<file path="config.mk">
export PLATFORM = sky130hd
export DESIGN_NAME = least_loaded_server_selector_flat
export DESIGN_NICKNAME = d
export VERILOG_FILES = /design/src/llss_pkg.sv /design/src/llss_req_if.sv /design/src/llss_rsp_if.sv /design/src/least_loaded_server_selector.sv /design/src/llss_ram.sv /design/src/llss_ctrl.sv /design/src/llss_dp.sv /design/src/flat_wrapper.sv
export SDC_FILE = /design/constraint.sdc
export NUM_CORES = 2
export LEC_CHECK = 0
export ABC_AREA = 0
export BUFFER_PORTS_ARGS = -buffer_cell sky130_fd_sc_hd__buf_2
export CAP_MARGIN = 20
export CORE_MARGIN = 1.5
export CORE_UTILIZATION = 50
export CTS_BUF_LIST = sky130_fd_sc_hd__clkbuf_4
export CTS_CLUSTER_DIAMETER = 200
export DETAILED_ROUTE_END_ITERATION = 8
export GPL_TIMING_DRIVEN = 0
export PLACE_DENSITY_LB_ADDON = 0.12
export SLEW_MARGIN = 5
export SYNTH_ARGS = -nofsm -noshare
export SYNTH_HDL_FRONTEND = slang
export SYNTH_SLANG_ARGS = --single-unit
</file>
<file path="constraint.sdc">
create_clock -name i_clk -period 10.1 [get_ports i_clk]
set_input_delay 1.01 -clock i_clk [delete_from_list [all_inputs] [get_ports i_clk]]
set_output_delay 1.01 -clock i_clk [all_outputs]
set_load 0.005 [all_outputs]
</file>
<file path="src/llss_pkg.sv">
// Shared constants, types and command structures of the least-loaded server selector.
`default_nettype none

package llss_pkg;

    localparam int SERVERS   = 16;
    localparam int SLOT_W    = (SERVERS > 1) ? $clog2(SERVERS) : 1;
    localparam int SEL_W     = 4;
    localparam int CNT_W     = 16;
    localparam int TOT_W     = 20;
    localparam int IP_W      = 32;
    localparam int PORT_W    = 16;
    localparam int USE_W     = 2 * CNT_W;
    localparam int INFO_W    = 2 * IP_W + PORT_W;

    localparam logic [CNT_W-1:0] USERS_MAX = {CNT_W{1'b1}};
    localparam logic [TOT_W-1:0] TOTAL_MAX = {TOT_W{1'b1}};

    typedef enum logic [1:0] {
        REQ_REGISTER = 2'd0,
        REQ_REMOVE   = 2'd1,
        REQ_UPDATE   = 2'd2,
        REQ_SELECT   = 2'd3
    } t_req_type;

    typedef enum logic [1:0] {
        STATUS_OK   = 2'd0,
        STATUS_NONE = 2'd1,
        STATUS_FULL = 2'd2
    } t_status;

    typedef enum logic [6:0] {
        S_IDLE     = 7'b0000001,
        S_READ     = 7'b0000010,
        S_APPLY    = 7'b0000100,
        S_SCAN     = 7'b0001000,
        S_SCAN_END = 7'b0010000,
        S_FETCH    = 7'b0100000,
        S_DONE     = 7'b1000000
    } t_state;

    typedef struct packed {
        logic take_req;
        logic read_slot;
        logic apply;
        logic scan_issue;
        logic fetch;
        logic load_out;
    } t_cmd;

    typedef struct packed {
        t_req_type req_type;
        logic      scan_last;
        logic      out_free;
    } t_stat;

endpackage

`default_nettype wire

</file>
<file path="src/llss_req_if.sv">
// Request channel interface: handshake and request word fields.
`default_nettype none

interface llss_req_if;
    logic        valid;
    logic        ready;
    logic [1:0]  req_type;
    logic [3:0]  server_slot;
    logic [31:0] primary_addr;
    logic [31:0] backup_addr;
    logic [15:0] server_port;
    logic [15:0] start_users;
    logic [15:0] user_limit;
    logic        count_up;

    modport source (
        output valid, req_type, server_slot, primary_addr, backup_addr,
               server_port, start_users, user_limit, count_up,
        input  ready
    );

    modport sink (
        input  valid, req_type, server_slot, primary_addr, backup_addr,
               server_port, start_users, user_limit, count_up,
        output ready
    );
endinterface

`default_nettype wire

</file>
<file path="src/llss_rsp_if.sv">
// Response channel interface: handshake and result word fields.
`default_nettype none

interface llss_rsp_if;
    logic        valid;
    logic        ready;
    logic [1:0]  status;
    logic [3:0]  chosen_slot;
    logic [31:0] chosen_primary;
    logic [31:0] chosen_backup;
    logic [15:0] chosen_port;
    logic [19:0] total_users;

    modport source (
        output valid, status, chosen_slot, chosen_primary, chosen_backup,
               chosen_port, total_users,
        input  ready
    );

    modport sink (
        input  valid, status, chosen_slot, chosen_primary, chosen_backup,
               chosen_port, total_users,
        output ready
    );
endinterface

`default_nettype wire

</file>
<file path="src/least_loaded_server_selector.sv">
// Top level of the least-loaded server selector: controller, datapath and channel wiring.
//
//   Channel  Direction  Word contents
//   i_req    in         req_type, server_slot, addresses, port, user counts, count_up
//   o_rsp    out        status, chosen slot, its addresses and port, total_users
//
// Register, remove and update words pass through the READ, APPLY and DONE states.
// Select words pass through SCAN, SCAN_END, FETCH and DONE: the scan reads one slot
// per cycle from the usage RAM read port, then FETCH reads the chosen slot's addresses.
// One word is in work at a time; the next is accepted once the result is registered.
// A stalled result holds in the output register; reset clears all slot valid marks.
`default_nettype none

module least_loaded_server_selector (
    input  wire logic  i_clk,
    input  wire logic  i_rst_n,
    llss_req_if.sink   i_req,
    llss_rsp_if.source o_rsp
);
    import llss_pkg::*;

    t_cmd  cmd;
    t_stat stat;
    logic  req_ready;

    llss_ctrl u_ctrl (
        .i_clk       (i_clk),
        .i_rst_n     (i_rst_n),
        .i_req_valid (i_req.valid),
        .o_req_ready (req_ready),
        .i_stat      (stat),
        .o_cmd       (cmd)
    );

    llss_dp u_dp (
        .i_clk            (i_clk),
        .i_rst_n          (i_rst_n),
        .i_cmd            (cmd),
        .o_stat           (stat),
        .i_req_type       (i_req.req_type),
        .i_server_slot    (i_req.server_slot),
        .i_primary_addr   (i_req.primary_addr),
        .i_backup_addr    (i_req.backup_addr),
        .i_server_port    (i_req.server_port),
        .i_start_users    (i_req.start_users),
        .i_user_limit     (i_req.user_limit),
        .i_count_up       (i_req.count_up),
        .i_rsp_ready      (o_rsp.ready),
        .o_rsp_valid      (o_rsp.valid),
        .o_status         (o_rsp.status),
        .o_chosen_slot    (o_rsp.chosen_slot),
        .o_chosen_primary (o_rsp.chosen_primary),
        .o_chosen_backup  (o_rsp.chosen_backup),
        .o_chosen_port    (o_rsp.chosen_port),
        .o_total_users    (o_rsp.total_users)
    );

    assign i_req.ready = req_ready;

endmodule

`default_nettype wire

</file>
<file path="src/llss_ram.sv">
// Generic single-write, single-read RAM with registered read data.
`default_nettype none

module llss_ram #(
    parameter int WIDTH = 32,
    parameter int DEPTH = 16,
    localparam int AW   = (DEPTH > 1) ? $clog2(DEPTH) : 1
) (
    input  wire logic             i_clk,
    input  wire logic             i_we,
    input  wire logic [AW-1:0]    i_waddr,
    input  wire logic [WIDTH-1:0] i_wdata,
    input  wire logic             i_re,
    input  wire logic [AW-1:0]    i_raddr,
    output logic      [WIDTH-1:0] o_rdata
);

    logic [WIDTH-1:0] r_mem [DEPTH];
    logic [WIDTH-1:0] r_rdata;

    always_ff @(posedge i_clk) begin
        if (i_we) begin
            r_mem[i_waddr] <= i_wdata;
        end
        if (i_re) begin
            r_rdata <= r_mem[i_raddr];
        end
    end

    assign o_rdata = r_rdata;

endmodule

`default_nettype wire

</file>
<file path="src/llss_ctrl.sv">
// Controller state machine that sequences request handling and the table scan.
`default_nettype none

module llss_ctrl (
    input  wire logic           i_clk,
    input  wire logic           i_rst_n,
    input  wire logic           i_req_valid,
    output logic                o_req_ready,
    input  wire llss_pkg::t_stat i_stat,
    output llss_pkg::t_cmd      o_cmd
);
    import llss_pkg::*;

    t_state r_state;
    t_state n_state;
    t_cmd   cmd;

    always_comb begin
        n_state = r_state;
        cmd     = '0;
        case (r_state)
            S_IDLE: begin
                if (i_req_valid) begin
                    cmd.take_req = 1'b1;
                    n_state = (i_stat.req_type == REQ_SELECT) ? S_SCAN : S_READ;
                end
            end
            S_READ: begin
                cmd.read_slot = 1'b1;
                n_state = S_APPLY;
            end
            S_APPLY: begin
                cmd.apply = 1'b1;
                n_state = S_DONE;
            end
            S_SCAN: begin
                cmd.scan_issue = 1'b1;
                if (i_stat.scan_last) begin
                    n_state = S_SCAN_END;
                end
            end
            S_SCAN_END: begin
                n_state = S_FETCH;
            end
            S_FETCH: begin
                cmd.fetch = 1'b1;
                n_state = S_DONE;
            end
            S_DONE: begin
                if (i_stat.out_free) begin
                    cmd.load_out = 1'b1;
                    n_state = S_IDLE;
                end
            end
            default: begin
                n_state = S_IDLE;
            end
        endcase
    end

    always_ff @(posedge i_clk) begin
        if (!i_rst_n) begin
            r_state <= S_IDLE;
        end else begin
            r_state <= n_state;
        end
    end

    assign o_req_ready = (r_state == S_IDLE);
    assign o_cmd       = cmd;

endmodule

`default_nettype wire

</file>
<file path="src/llss_dp.sv">
// Datapath: slot table, user total, scan for the least-loaded slot and result register.
`default_nettype none

module llss_dp (
    input  wire logic                      i_clk,
    input  wire logic                      i_rst_n,
    input  wire llss_pkg::t_cmd            i_cmd,
    output llss_pkg::t_stat                o_stat,
    input  wire logic [1:0]                i_req_type,
    input  wire logic [3:0]                i_server_slot,
    input  wire logic [llss_pkg::IP_W-1:0] i_primary_addr,
    input  wire logic [llss_pkg::IP_W-1:0] i_backup_addr,
    input  wire logic [llss_pkg::PORT_W-1:0] i_server_port,
    input  wire logic [llss_pkg::CNT_W-1:0]  i_start_users,
    input  wire logic [llss_pkg::CNT_W-1:0]  i_user_limit,
    input  wire logic                      i_count_up,
    input  wire logic                      i_rsp_ready,
    output logic                           o_rsp_valid,
    output logic [1:0]                     o_status,
    output logic [llss_pkg::SEL_W-1:0]     o_chosen_slot,
    output logic [llss_pkg::IP_W-1:0]      o_chosen_primary,
    output logic [llss_pkg::IP_W-1:0]      o_chosen_backup,
    output logic [llss_pkg::PORT_W-1:0]    o_chosen_port,
    output logic [llss_pkg::TOT_W-1:0]     o_total_users
);
    import llss_pkg::*;

    function automatic logic [TOT_W-1:0] sat_add(input logic [TOT_W-1:0] a,
                                                 input logic [CNT_W-1:0] b);
        logic [TOT_W:0] sum;
        sum = {1'b0, a} + (TOT_W+1)'(b);
        return sum[TOT_W] ? TOTAL_MAX : sum[TOT_W-1:0];
    endfunction

    function automatic logic [TOT_W-1:0] sat_sub(input logic [TOT_W-1:0] a,
                                                 input logic [CNT_W-1:0] b);
        logic [TOT_W:0] diff;
        diff = {1'b0, a} - (TOT_W+1)'(b);
        return diff[TOT_W] ? '0 : diff[TOT_W-1:0];
    endfunction

    // Captured request word.
    t_req_type          r_kind;
    logic [3:0]         r_slot;
    logic [IP_W-1:0]    r_prim;
    logic [IP_W-1:0]    r_back;
    logic [PORT_W-1:0]  r_port;
    logic [CNT_W-1:0]   r_start;
    logic [CNT_W-1:0]   r_limit;
    logic               r_up;

    logic [SERVERS-1:0] r_valid;
    logic [SERVERS-1:0] n_valid;
    logic [TOT_W-1:0]   r_total;
    logic [TOT_W-1:0]   n_total;

    // Scan pipeline.
    logic [SLOT_W-1:0]  r_idx;
    logic               r_pend;
    logic [SLOT_W-1:0]  r_pend_idx;
    logic               r_any;
    logic               r_found;
    logic [SLOT_W-1:0]  r_best;
    logic [CNT_W-1:0]   r_best_users;

    // Result register.
    logic               r_out_valid;
    logic [1:0]         r_status;
    logic [SEL_W-1:0]   r_chosen;
    logic [IP_W-1:0]    r_cprim;
    logic [IP_W-1:0]    r_cback;
    logic [PORT_W-1:0]  r_cport;
    logic [TOT_W-1:0]   r_ctotal;

    logic [SLOT_W-1:0]  slot_a;
    logic               in_table;
    logic               cur_valid;

    logic               use_we;
    logic [USE_W-1:0]   use_wdata;
    logic [SLOT_W-1:0]  use_raddr;
    logic [USE_W-1:0]   use_rdata;
    logic [CNT_W-1:0]   old_users;
    logic [CNT_W-1:0]   old_limit;

    logic               info_we;
    logic [INFO_W-1:0]  info_rdata;

    logic [CNT_W-1:0]   scan_users;
    logic [CNT_W-1:0]   scan_limit;
    logic               scan_take;

    assign slot_a    = SLOT_W'(r_slot);
    assign in_table  = (int'(r_slot) < SERVERS);
    assign cur_valid = r_valid[slot_a];
    assign old_users = use_rdata[USE_W-1:CNT_W];
    assign old_limit = use_rdata[CNT_W-1:0];
    assign use_raddr = i_cmd.scan_issue ? r_idx : slot_a;

    llss_ram #(.WIDTH(USE_W), .DEPTH(SERVERS)) u_use_ram (
        .i_clk   (i_clk),
        .i_we    (use_we),
        .i_waddr (slot_a),
        .i_wdata (use_wdata),
        .i_re    (i_cmd.read_slot | i_cmd.scan_issue),
        .i_raddr (use_raddr),
        .o_rdata (use_rdata)
    );

    llss_ram #(.WIDTH(INFO_W), .DEPTH(SERVERS)) u_info_ram (
        .i_clk   (i_clk),
        .i_we    (info_we),
        .i_waddr (slot_a),
        .i_wdata ({r_prim, r_back, r_port}),
        .i_re    (i_cmd.fetch),
        .i_raddr (r_best),
        .o_rdata (info_rdata)
    );

    always_comb begin
        n_total   = r_total;
        n_valid   = r_valid;
        use_we    = 1'b0;
        use_wdata = {r_start, r_limit};
        info_we   = 1'b0;
        if (i_cmd.apply && in_table) begin
            case (r_kind)
                REQ_REGISTER: begin
                    use_we  = 1'b1;
                    info_we = 1'b1;
                    n_valid[slot_a] = 1'b1;
                    n_total = sat_add(cur_valid ? sat_sub(r_total, old_users) : r_total,
                                      r_start);
                end
                REQ_REMOVE: begin
                    if (cur_valid) begin
                        n_valid[slot_a] = 1'b0;
                        n_total = sat_sub(r_total, old_users);
                    end
                end
                REQ_UPDATE: begin
                    if (cur_valid) begin
                        if (r_up) begin
                            if (old_users != USERS_MAX) begin
                                use_we    = 1'b1;
                                use_wdata = {old_users + CNT_W'(1), old_limit};
                                n_total   = sat_add(r_total, CNT_W'(1));
                            end
                        end else if (old_users != '0) begin
                            use_we    = 1'b1;
                            use_wdata = {old_users - CNT_W'(1), old_limit};
                            n_total   = sat_sub(r_total, CNT_W'(1));
                        end
                    end
                end
                default: begin
                    n_total = r_total;
                end
            endcase
        end
    end

    assign scan_users = old_users;
    assign scan_limit = old_limit;
    assign scan_take  = r_pend && r_valid[r_pend_idx] && (scan_users < scan_limit)
                        && (!r_found || (scan_users < r_best_users));

    always_ff @(posedge i_clk) begin
        if (i_cmd.take_req) begin
            r_kind  <= t_req_type'(i_req_type);
            r_slot  <= i_server_slot;
            r_prim  <= i_primary_addr;
            r_back  <= i_backup_addr;
            r_port  <= i_server_port;
            r_start <= i_start_users;
            r_limit <= i_user_limit;
            r_up    <= i_count_up;
        end
        if (i_cmd.scan_issue) begin
            r_pend_idx <= r_idx;
        end
        if (scan_take) begin
            r_best       <= r_pend_idx;
            r_best_users <= scan_users;
        end
        if (i_cmd.load_out) begin
            r_ctotal <= r_total;
            if (r_kind == REQ_SELECT && r_found) begin
                r_chosen <= SEL_W'(r_best);
                r_cprim  <= info_rdata[INFO_W-1 -: IP_W];
                r_cback  <= info_rdata[PORT_W +: IP_W];
                r_cport  <= info_rdata[PORT_W-1:0];
            end else begin
                r_chosen <= '0;
                r_cprim  <= '0;
                r_cback  <= '0;
                r_cport  <= '0;
            end
            if (r_kind != REQ_SELECT) begin
                r_status <= STATUS_OK;
            end else if (!r_any) begin
                r_status <= STATUS_NONE;
            end else if (!r_found) begin
                r_status <= STATUS_FULL;
            end else begin
                r_status <= STATUS_OK;
            end
        end
    end

    always_ff @(posedge i_clk) begin
        if (!i_rst_n) begin
            r_valid     <= '0;
            r_total     <= '0;
            r_idx       <= '0;
            r_pend      <= 1'b0;
            r_any       <= 1'b0;
            r_found     <= 1'b0;
            r_out_valid <= 1'b0;
        end else begin
            r_valid <= n_valid;
            r_total <= n_total;
            r_pend  <= i_cmd.scan_issue;
            if (i_cmd.take_req) begin
                r_idx   <= '0;
                r_any   <= 1'b0;
                r_found <= 1'b0;
            end else begin
                if (i_cmd.scan_issue) begin
                    r_idx <= r_idx + SLOT_W'(1);
                end
                if (r_pend && r_valid[r_pend_idx]) begin
                    r_any <= 1'b1;
                end
                if (scan_take) begin
                    r_found <= 1'b1;
                end
            end
            if (i_cmd.load_out) begin
                r_out_valid <= 1'b1;
            end else if (i_rsp_ready) begin
                r_out_valid <= 1'b0;
            end
        end
    end

    assign o_stat.req_type  = t_req_type'(i_req_type);
    assign o_stat.scan_last = (r_idx == SLOT_W'(SERVERS - 1));
    assign o_stat.out_free  = !r_out_valid || i_rsp_ready;

    assign o_rsp_valid      = r_out_valid;
    assign o_status         = r_status;
    assign o_chosen_slot    = r_chosen;
    assign o_chosen_primary = r_cprim;
    assign o_chosen_backup  = r_cback;
    assign o_chosen_port    = r_cport;
    assign o_total_users    = r_ctotal;

endmodule

`default_nettype wire

</file>
<file path="src/flat_wrapper.sv">
// flat-port wrapper written by rule: the top's interface ports become plain ports
module least_loaded_server_selector_flat import llss_pkg::*;
  (i_clk, i_rst_n, i_req_valid, i_req_req_type, i_req_server_slot, i_req_primary_addr, i_req_backup_addr, i_req_server_port, i_req_start_users, i_req_user_limit, i_req_count_up, i_req_ready, o_rsp_valid, o_rsp_status, o_rsp_chosen_slot, o_rsp_chosen_primary, o_rsp_chosen_backup, o_rsp_chosen_port, o_rsp_total_users, o_rsp_ready);
  llss_req_if i_req_i ();
  llss_rsp_if o_rsp_i ();
  input  wire logic i_clk;
  input  wire logic i_rst_n;
  input wire logic [$bits(i_req_i.valid)-1:0] i_req_valid;
  input wire logic [$bits(i_req_i.req_type)-1:0] i_req_req_type;
  input wire logic [$bits(i_req_i.server_slot)-1:0] i_req_server_slot;
  input wire logic [$bits(i_req_i.primary_addr)-1:0] i_req_primary_addr;
  input wire logic [$bits(i_req_i.backup_addr)-1:0] i_req_backup_addr;
  input wire logic [$bits(i_req_i.server_port)-1:0] i_req_server_port;
  input wire logic [$bits(i_req_i.start_users)-1:0] i_req_start_users;
  input wire logic [$bits(i_req_i.user_limit)-1:0] i_req_user_limit;
  input wire logic [$bits(i_req_i.count_up)-1:0] i_req_count_up;
  output wire logic [$bits(i_req_i.ready)-1:0] i_req_ready;
  output wire logic [$bits(o_rsp_i.valid)-1:0] o_rsp_valid;
  output wire logic [$bits(o_rsp_i.status)-1:0] o_rsp_status;
  output wire logic [$bits(o_rsp_i.chosen_slot)-1:0] o_rsp_chosen_slot;
  output wire logic [$bits(o_rsp_i.chosen_primary)-1:0] o_rsp_chosen_primary;
  output wire logic [$bits(o_rsp_i.chosen_backup)-1:0] o_rsp_chosen_backup;
  output wire logic [$bits(o_rsp_i.chosen_port)-1:0] o_rsp_chosen_port;
  output wire logic [$bits(o_rsp_i.total_users)-1:0] o_rsp_total_users;
  input wire logic [$bits(o_rsp_i.ready)-1:0] o_rsp_ready;
  assign i_req_i.valid = i_req_valid;
  assign i_req_i.req_type = i_req_req_type;
  assign i_req_i.server_slot = i_req_server_slot;
  assign i_req_i.primary_addr = i_req_primary_addr;
  assign i_req_i.backup_addr = i_req_backup_addr;
  assign i_req_i.server_port = i_req_server_port;
  assign i_req_i.start_users = i_req_start_users;
  assign i_req_i.user_limit = i_req_user_limit;
  assign i_req_i.count_up = i_req_count_up;
  assign i_req_ready = i_req_i.ready;
  assign o_rsp_valid = o_rsp_i.valid;
  assign o_rsp_status = o_rsp_i.status;
  assign o_rsp_chosen_slot = o_rsp_i.chosen_slot;
  assign o_rsp_chosen_primary = o_rsp_i.chosen_primary;
  assign o_rsp_chosen_backup = o_rsp_i.chosen_backup;
  assign o_rsp_chosen_port = o_rsp_i.chosen_port;
  assign o_rsp_total_users = o_rsp_i.total_users;
  assign o_rsp_i.ready = o_rsp_ready;
  least_loaded_server_selector u_core (.i_clk(i_clk), .i_rst_n(i_rst_n), .i_req(i_req_i), .o_rsp(o_rsp_i));
endmodule
</file>
-- After elaboration in Yosys (flattened, before gate mapping)
Memories as Yosys holds them, arrays and structs flattened. A register that Yosys moved wholly into a read port is not among the register bits.
Index checks and enable logic that the tools add are counted.
Widths: inputs -> output; s select.
- add/sub/neg operators: 7
- order comparisons: 5
- equality and inequality tests: 21
- mux-type cells: 54
- bitwise logic cells: 6
- reduce and logical (&&, ||, !) cells: 20
- operator list (kind ; number):
    $mux 32 ; 6
    $mux 20 ; 9
    $pmux 20 s3 ; 1
    $pmux 7 s6 ; 1
    $lt 16x16->1 ; 2
    $pmux 16 s2 ; 1
    $mux 1 ; 25
    $add 20x1->21 const B ; 1
    $add 20x16->21 ; 1
    $mux 7 ; 3
    $sub 20x1->21 const B ; 1
    $sub 20x16->21 ; 1
    $add 16x1->16 const B ; 1
    $and 16x16->16 ; 1
    $mux 16 ; 1
    $ne 16x16->1 const B ; 1
    $not 16->16 ; 1
    $or 16x16->16 ; 1
    $reduce_bool 16->1 ; 1
    $sub 16x1->16 const B ; 1
    $lt 4x5->1 const B ; 2
    $bmux 1 s4 ; 2
    $mux 4 ; 2
    $ne 2x2->1 const B ; 4
    other kinds (28) ; 43
- bits in registers: 300
- memory bits (writable): 1792
- input bits: 123
- output and inout port bits: 108
- logic and storage cells: 141
- memories kept: 2
- memories (memory ; depth ; width ; read ports ; clocked after Yosys merged registers in ; write ports ; RTL line ; source):
    u_core.u_dp.u_info_ram.r_mem ; 16 ; 80 ; 1 ; 1 ; 1 ; llss_ram.sv:18 ; logic [WIDTH-1:0] r_mem [DEPTH];
    u_core.u_dp.u_use_ram.r_mem ; 16 ; 32 ; 1 ; 1 ; 1 ; llss_ram.sv:18 ;

-- Depth between registers and ports, before layout
- depth in word-level cells: 8
- mapped depth: 23
- depth with buffers taken out: 21

-- Hierarchy
A second synthesis with hierarchy kept.
- cells, all modules: 4314
- area, all modules: 86088.8 µm²
- by module, submodules not included (module ; times used ; cells each ; area each (µm²) ; sequential area each (µm²)):
    llss_ram at u_core.u_dp.u_info_ram ; 1 ; 2054 ; 50223.2 ; 40839.2
    llss_ram at u_core.u_dp.u_use_ram ; 1 ; 838 ; 20155.6 ; 16335.7
    llss_dp ; 1 ; 1372 ; 15278.4 ; 8358.0
    llss_ctrl ; 1 ; 50 ; 431.7 ; 140.1

-- Worst setup path after synthesis
Ideal clock, no wire load.
- path type: input port to flip-flop
- from: in o_rsp_ready
- to: reg u_core.u_dp.r_cback[0], in the netlist u_core.u_dp.o_chosen_backup[0], enable pin
- library setup time: 584 ps
- arrival: 5824 ps
- data required time: 9516 ps
- slack: 3692 ps
- stages: 2
- path buffers: 0
- cells stage by stage: nand2b_1 nor2b_1
- RTL lines (what ; RTL line ; source):
    from (decl) ; flat_wrapper.sv:25 ; input wire logic [$bits(o_rsp_i.ready)-1:0] o_rsp_ready;
    to (signal assigned) ; llss_dp.sv:191 ; r_cback <= info_rdata[PORT_W +: IP_W];
    to (decl) ; llss_dp.sv:71 ; logic [IP_W-1:0] r_cback;

-- Worst setup path after layout
- from: reg u_core.u_dp.u_use_ram.r_rdata[28], in the netlist u_core.u_dp.u_use_ram.o_rdata[28], read port of u_core.u_dp.u_use_ram.r_mem
- to: reg u_core.u_dp.r_total[2]
- longest elaborated chain between the ends: 6
- elaborated cells between the ends (all ways): 11
- classes of those cells: add/sub (2); eq/ne (3); mux (4); reduce/logical (2)
- RTL lines (what ; RTL line ; source):
    from (decl) ; llss_ram.sv:19 ; logic [WIDTH-1:0] r_rdata;
    $sub 20x16->21 ; llss_dp.sv:38 ; diff = {1'b0, a} - (TOT_W+1)'(b);
    $mux 20 ; llss_dp.sv:39 ; return diff[TOT_W] ? '0 : diff[TOT_W-1:0];
    $mux 20 ; llss_dp.sv:136 ; if (cur_valid) begin
    $add 20x16->21 ; llss_dp.sv:31 ; sum = {1'b0, a} + (TOT_W+1)'(b);
    $mux 20 ; llss_dp.sv:32 ; return sum[TOT_W] ? TOTAL_MAX : sum[TOT_W-1:0];
    $pmux 20 s3 ; llss_dp.sv:127 ; case (r_kind)
    to (signal assigned) ; llss_dp.sv:222 ; r_total <= n_total;
    to (decl) ; llss_dp.sv:54 ; logic [TOT_W-1:0] r_total;
Parallel ways exist; a longest one is shown, timed or not.
A chain may end at the register's enable or synchronous reset.

==> summary.md <==
| Metric | Value |
|---|---|
| Status | complete, no violations |
| Yosys cell types | just under 90 |
| Top-area cell type share of the netlist area | 0.7493 |
| Flop2flop setup slack | between 3 and 4 ns |
| Worst setup EP type | register |
| Gate Count Post-Synth | around 4200 |
| Tot GR Track Use | 0.2620 |
| Asr flop ratio synth | 0 |
| Reg2reg start | u_core.u_dp.u_use_ram.o_rdata[28] |
| Worst path max stage delay | ~0.65 ns |
| Ranking of synthesized cells by area | edfxtp_1 (75%), mux4_2 (14%), dfxtp_1 (1.2%) |
| Leak | approximately 34 nW |
| R2R depth | 21 |
| DRC Markers | 0 |
| Final GP Congestion | ~0.90 |
| Commonest non-fill, non-tap cell in the layout | edfxtp_1 |
| Hold Startpoint | i_rst_n |
| Vias in the first global route | between 40000 and 50000 |
| Worst Path Max Fanout | 10 |
| Final ANT Viol Nets | 0 |
| Dpl hpwl | 145.6 mm |
| CP Data Arrival Time | between 7 and 8 ns |
| Critical-path cell list | clkbuf_1 > inv_1 > ha_1 > clkbuf_1 > o21a_1 > o211ai_1 > o21ai_0 > a211oi_1 > nor2_1 > a32o_1 > ha_1 > nor2b_1 > o2111ai_1 > o211ai_1 > o21a_1 > a221o_1 > and2_1 > a41oi_4 > buf_6 > o21ai_1 > a22o_1 |
| Root buf cell | clkbuf_4 |
| Setup CP Type | reg -> reg |
| # fillers | roughly 13000 |
| Final Hold Viols | 0 |
| Initial antenna violation count | 11 |
| Num rows | 152 |
| Placement Cell Area | a little over 90000 sq um |
| Cts repair resizes | 0 |
| Fin crit period | around 6.6 ns |
| Max-cap viol count | 0 |
| Detailed Route WL | roughly 230 mm |
| IO Port Bufs | 230 |
| RSZ-0062 raised after global routing | false |
| Post-synth top flop | edfxtp_1 |
| Syn_nets | between 4000 and 5000 |
| Die area | approximately 180000 sq um |
| Reg clk slew, reported paths | approximately 0.06 ns |
| Synthesized flop and latch total | roughly 2200 |
| Htree depth | 6 |
| Ports | approximately 230 |
| Area growth syn-to-layout | 17.83% |
| Slowest cell on the critical path | a211oi_1 |
| Vias per cell | 5.897 |
| Netlist Area Pre-Place | about 86000 sq um |
| Register area share after synthesis | 0.7611 |
| Starting Density | 0.5030 |
| Clock Skews | between 0.1 and 0.15 ns |
| Mean Syn Cell Area | roughly 21 sq um |
| Post-CTS setup buffer count | 0 |
| Peak VDD IR | between 150 and 200 uV |
| Core box area | about 170000 sq um |
| CTS buffer count | roughly 580 |
| CTS tree | built |
| Initial drt markers | ~4700 |
| Hold buffer count at cts | roughly 120 |
| Wire per inst | about 29 microns |
| Slew @ Worst Pin | roughly 1.1 ns |
| Hold path cells | 3 |
| Post-synth EDFFs | 2153 |
| First-pass GRT wire length | between 300 and 400 mm |
| GRT overflow | 0 |
| Die X | ~420 microns |
| Highest clock rate | between 0.15 and 0.2 GHz |
| Final setup violation count | 0 |
| Share of cells above drive strength 1 | 0.3336 |
| Final Max Tran Viols | 0 |
| Dominant cell type by area after synthesis | edfxtp_1 |
| Worst Path Required | 11.36 ns |
| Hold path endpoint | u_core.u_ctrl.r_state[6] |
| Worst-Skew Late Latency | around 1.4 ns |
| Die Ht | 418.4 microns |
| Slew HR | 0.2579 |
| Hold Slack | ~0.14 ns |
| TritonRoute pass-1 iters | 5 |
| Commonest non-fill, non-tap cells in the layout | edfxtp_1 (2153), clkbuf_4 (827), mux4_2 (536), buf_2 (256), nand2_1 (181) |
| Largest net degree at the start of global routing | 40 |
| Nets | 5479 |
| R2R Path End | u_core.u_dp.r_total[2] |
| Pwr Density | 200.7 nW/um^2 |
| HP Class | in -> reg |
| YS warnings | 0 |
| Max Root-Sink Buffers | 4 |
| Total clock sinks | between 2000 and 2500 |
| Via count | about 47000 |
| Final Cycle Share | 0.6553 |
| Design Area, Final | slightly above 100000 sq um |
| Setup crit start kind | register |
power by group:
part	switching, mW	internal [mW]
clock network	3.48	3.88
logic	1.18	0.637
registers	0.432	10.8
total	5.10	15.3
synthesized netlist by cell type, types with 43 or more instances:
cell and count:
dfxtp_1 51, a21oi_1 59, inv_1 65, ha_1 72
clkbuf_1 161, mux4_2 536, and3_1 103, nor2_1 99
edfxtp_1 2153, o21ai_0 91, and2_1 45, a31oi_1 49
nand2_1 182, a211oi_1 43
how the worst max path moves through the flow:
| stage | startpoint | to | slack, ns | cells past startpoint |
|---|---|---|---|---|
| 2_1_floorplan | o_rsp_ready | u_core.u_dp.o_chosen_backup[0] | 3.69 | 2 |
| 3_3_place_gp | o_rsp_ready | u_core.u_dp.o_chosen_backup[24] | -1.80 | 3 |
| 3_5_place_dp | u_core.u_dp.u_use_ram.o_rdata[28] | u_core.u_dp.r_total[2] | 3.57 | 21 |
| 4_1_cts | u_core.u_dp.u_use_ram.o_rdata[28] | u_core.u_dp.r_total[2] | 3.57 | 21 |
| 5_1_grt | u_core.u_dp.u_use_ram.o_rdata[28] | u_core.u_dp.r_total[2] | 3.24 | 21 |
| 6_report | u_core.u_dp.u_use_ram.o_rdata[28] | u_core.u_dp.r_total[2] | 3.48 | 21 |
critical path, delay by kind of cell (launching register included):
kind	cells	cell delay (ns)
buffers and inverters	4	0.97
AND/OR/NAND/NOR	3	0.83
AO/OA/AOI/OAI	12	3.52
flip-flops	1	0.60
adder cells (fa/ha/maj)	2	0.62
cell type report:
cell class	count	area, sq um	area share
Timing Repair Buffer	518	5381	0.05293
Buffer	222	918.4	0.009033
Clock buffer	827	6208	0.06107
Clock inverter	112	591.8	0.005821
Tap cell	2310	2890	0.02843
Multi-Input combinational cell	1686	19740	0.1942
Antenna cell	7	17.52	0.0001723
Sequential cell	2204	65670	0.6459
Inverter	66	247.7	0.002437
through the flow:
| step | setup slack (ns) | utilization | setup TNS, ns | std cells | power [mW] |
|---|---|---|---|---|---|
| after detailed placement | 3.575 | 0.5444 | 0 | 6866 | 13.20 |
| after CTS | 3.567 | 0.5910 | 0 | 7924 | 20.59 |
| after global routing | 3.235 | 0.5926 | 0 | 7949 | 21.22 |
| after global placement | -1.804 | 0.5266 | -1356.37 | 6718 | 13.13 |
| final | 3.482 | 0.5927 | 0 | 7952 | 20.41 |
| after floorplan | 3.692 | - | 0 | 4178 | 12.28 |
logic make-up (layout without fill, tap and decap cells):
family                     Yosys count  in the layout  share of synthesized area
adders and majority gates           74             74                    0.01090
DFF                               2204           2204                     0.7611
AOI/OAI and AO/OA                  412            412                    0.03223
buffers and inverters              288           1745                    0.01349
xor gates and xnor gates            48             48                   0.004959
and+or+nand+nor                    599            599                    0.03492
muxes                              553            553                     0.1424
other                                0              7                          0
sequential cells by signal, summed over array words and instances (netlist names), 32 cells and up, named ones only:
| name | count |
|---|---|
| u_core.u_dp.u_info_ram.r_mem | 1280 |
| u_core.u_dp.u_use_ram.r_mem | 512 |
| u_core.u_dp.u_info_ram.o_rdata | 80 |
| u_core.u_dp.o_chosen_backup | 32 |
| u_core.u_dp.o_chosen_primary | 32 |
| u_core.u_dp.r_back | 32 |
| u_core.u_dp.r_prim | 32 |
| u_core.u_dp.u_use_ram.o_rdata | 32 |
metal layers:
| layer | routed length (microns) | global-route usage | vias up |
|---|---|---|---|
| met5 | 12 | 0 | - |
| met4 | 5920 | 0.09060 | 2 |
| met3 | 18150 | 0.05696 | 351 |
| met2 | 112600 | 0.4244 | 2145 |
| met1 | 90730 | 0.3541 | 24429 |
| li1 | - | - | 19967 |
Note: power is estimated with default switching activity, not from simulation.
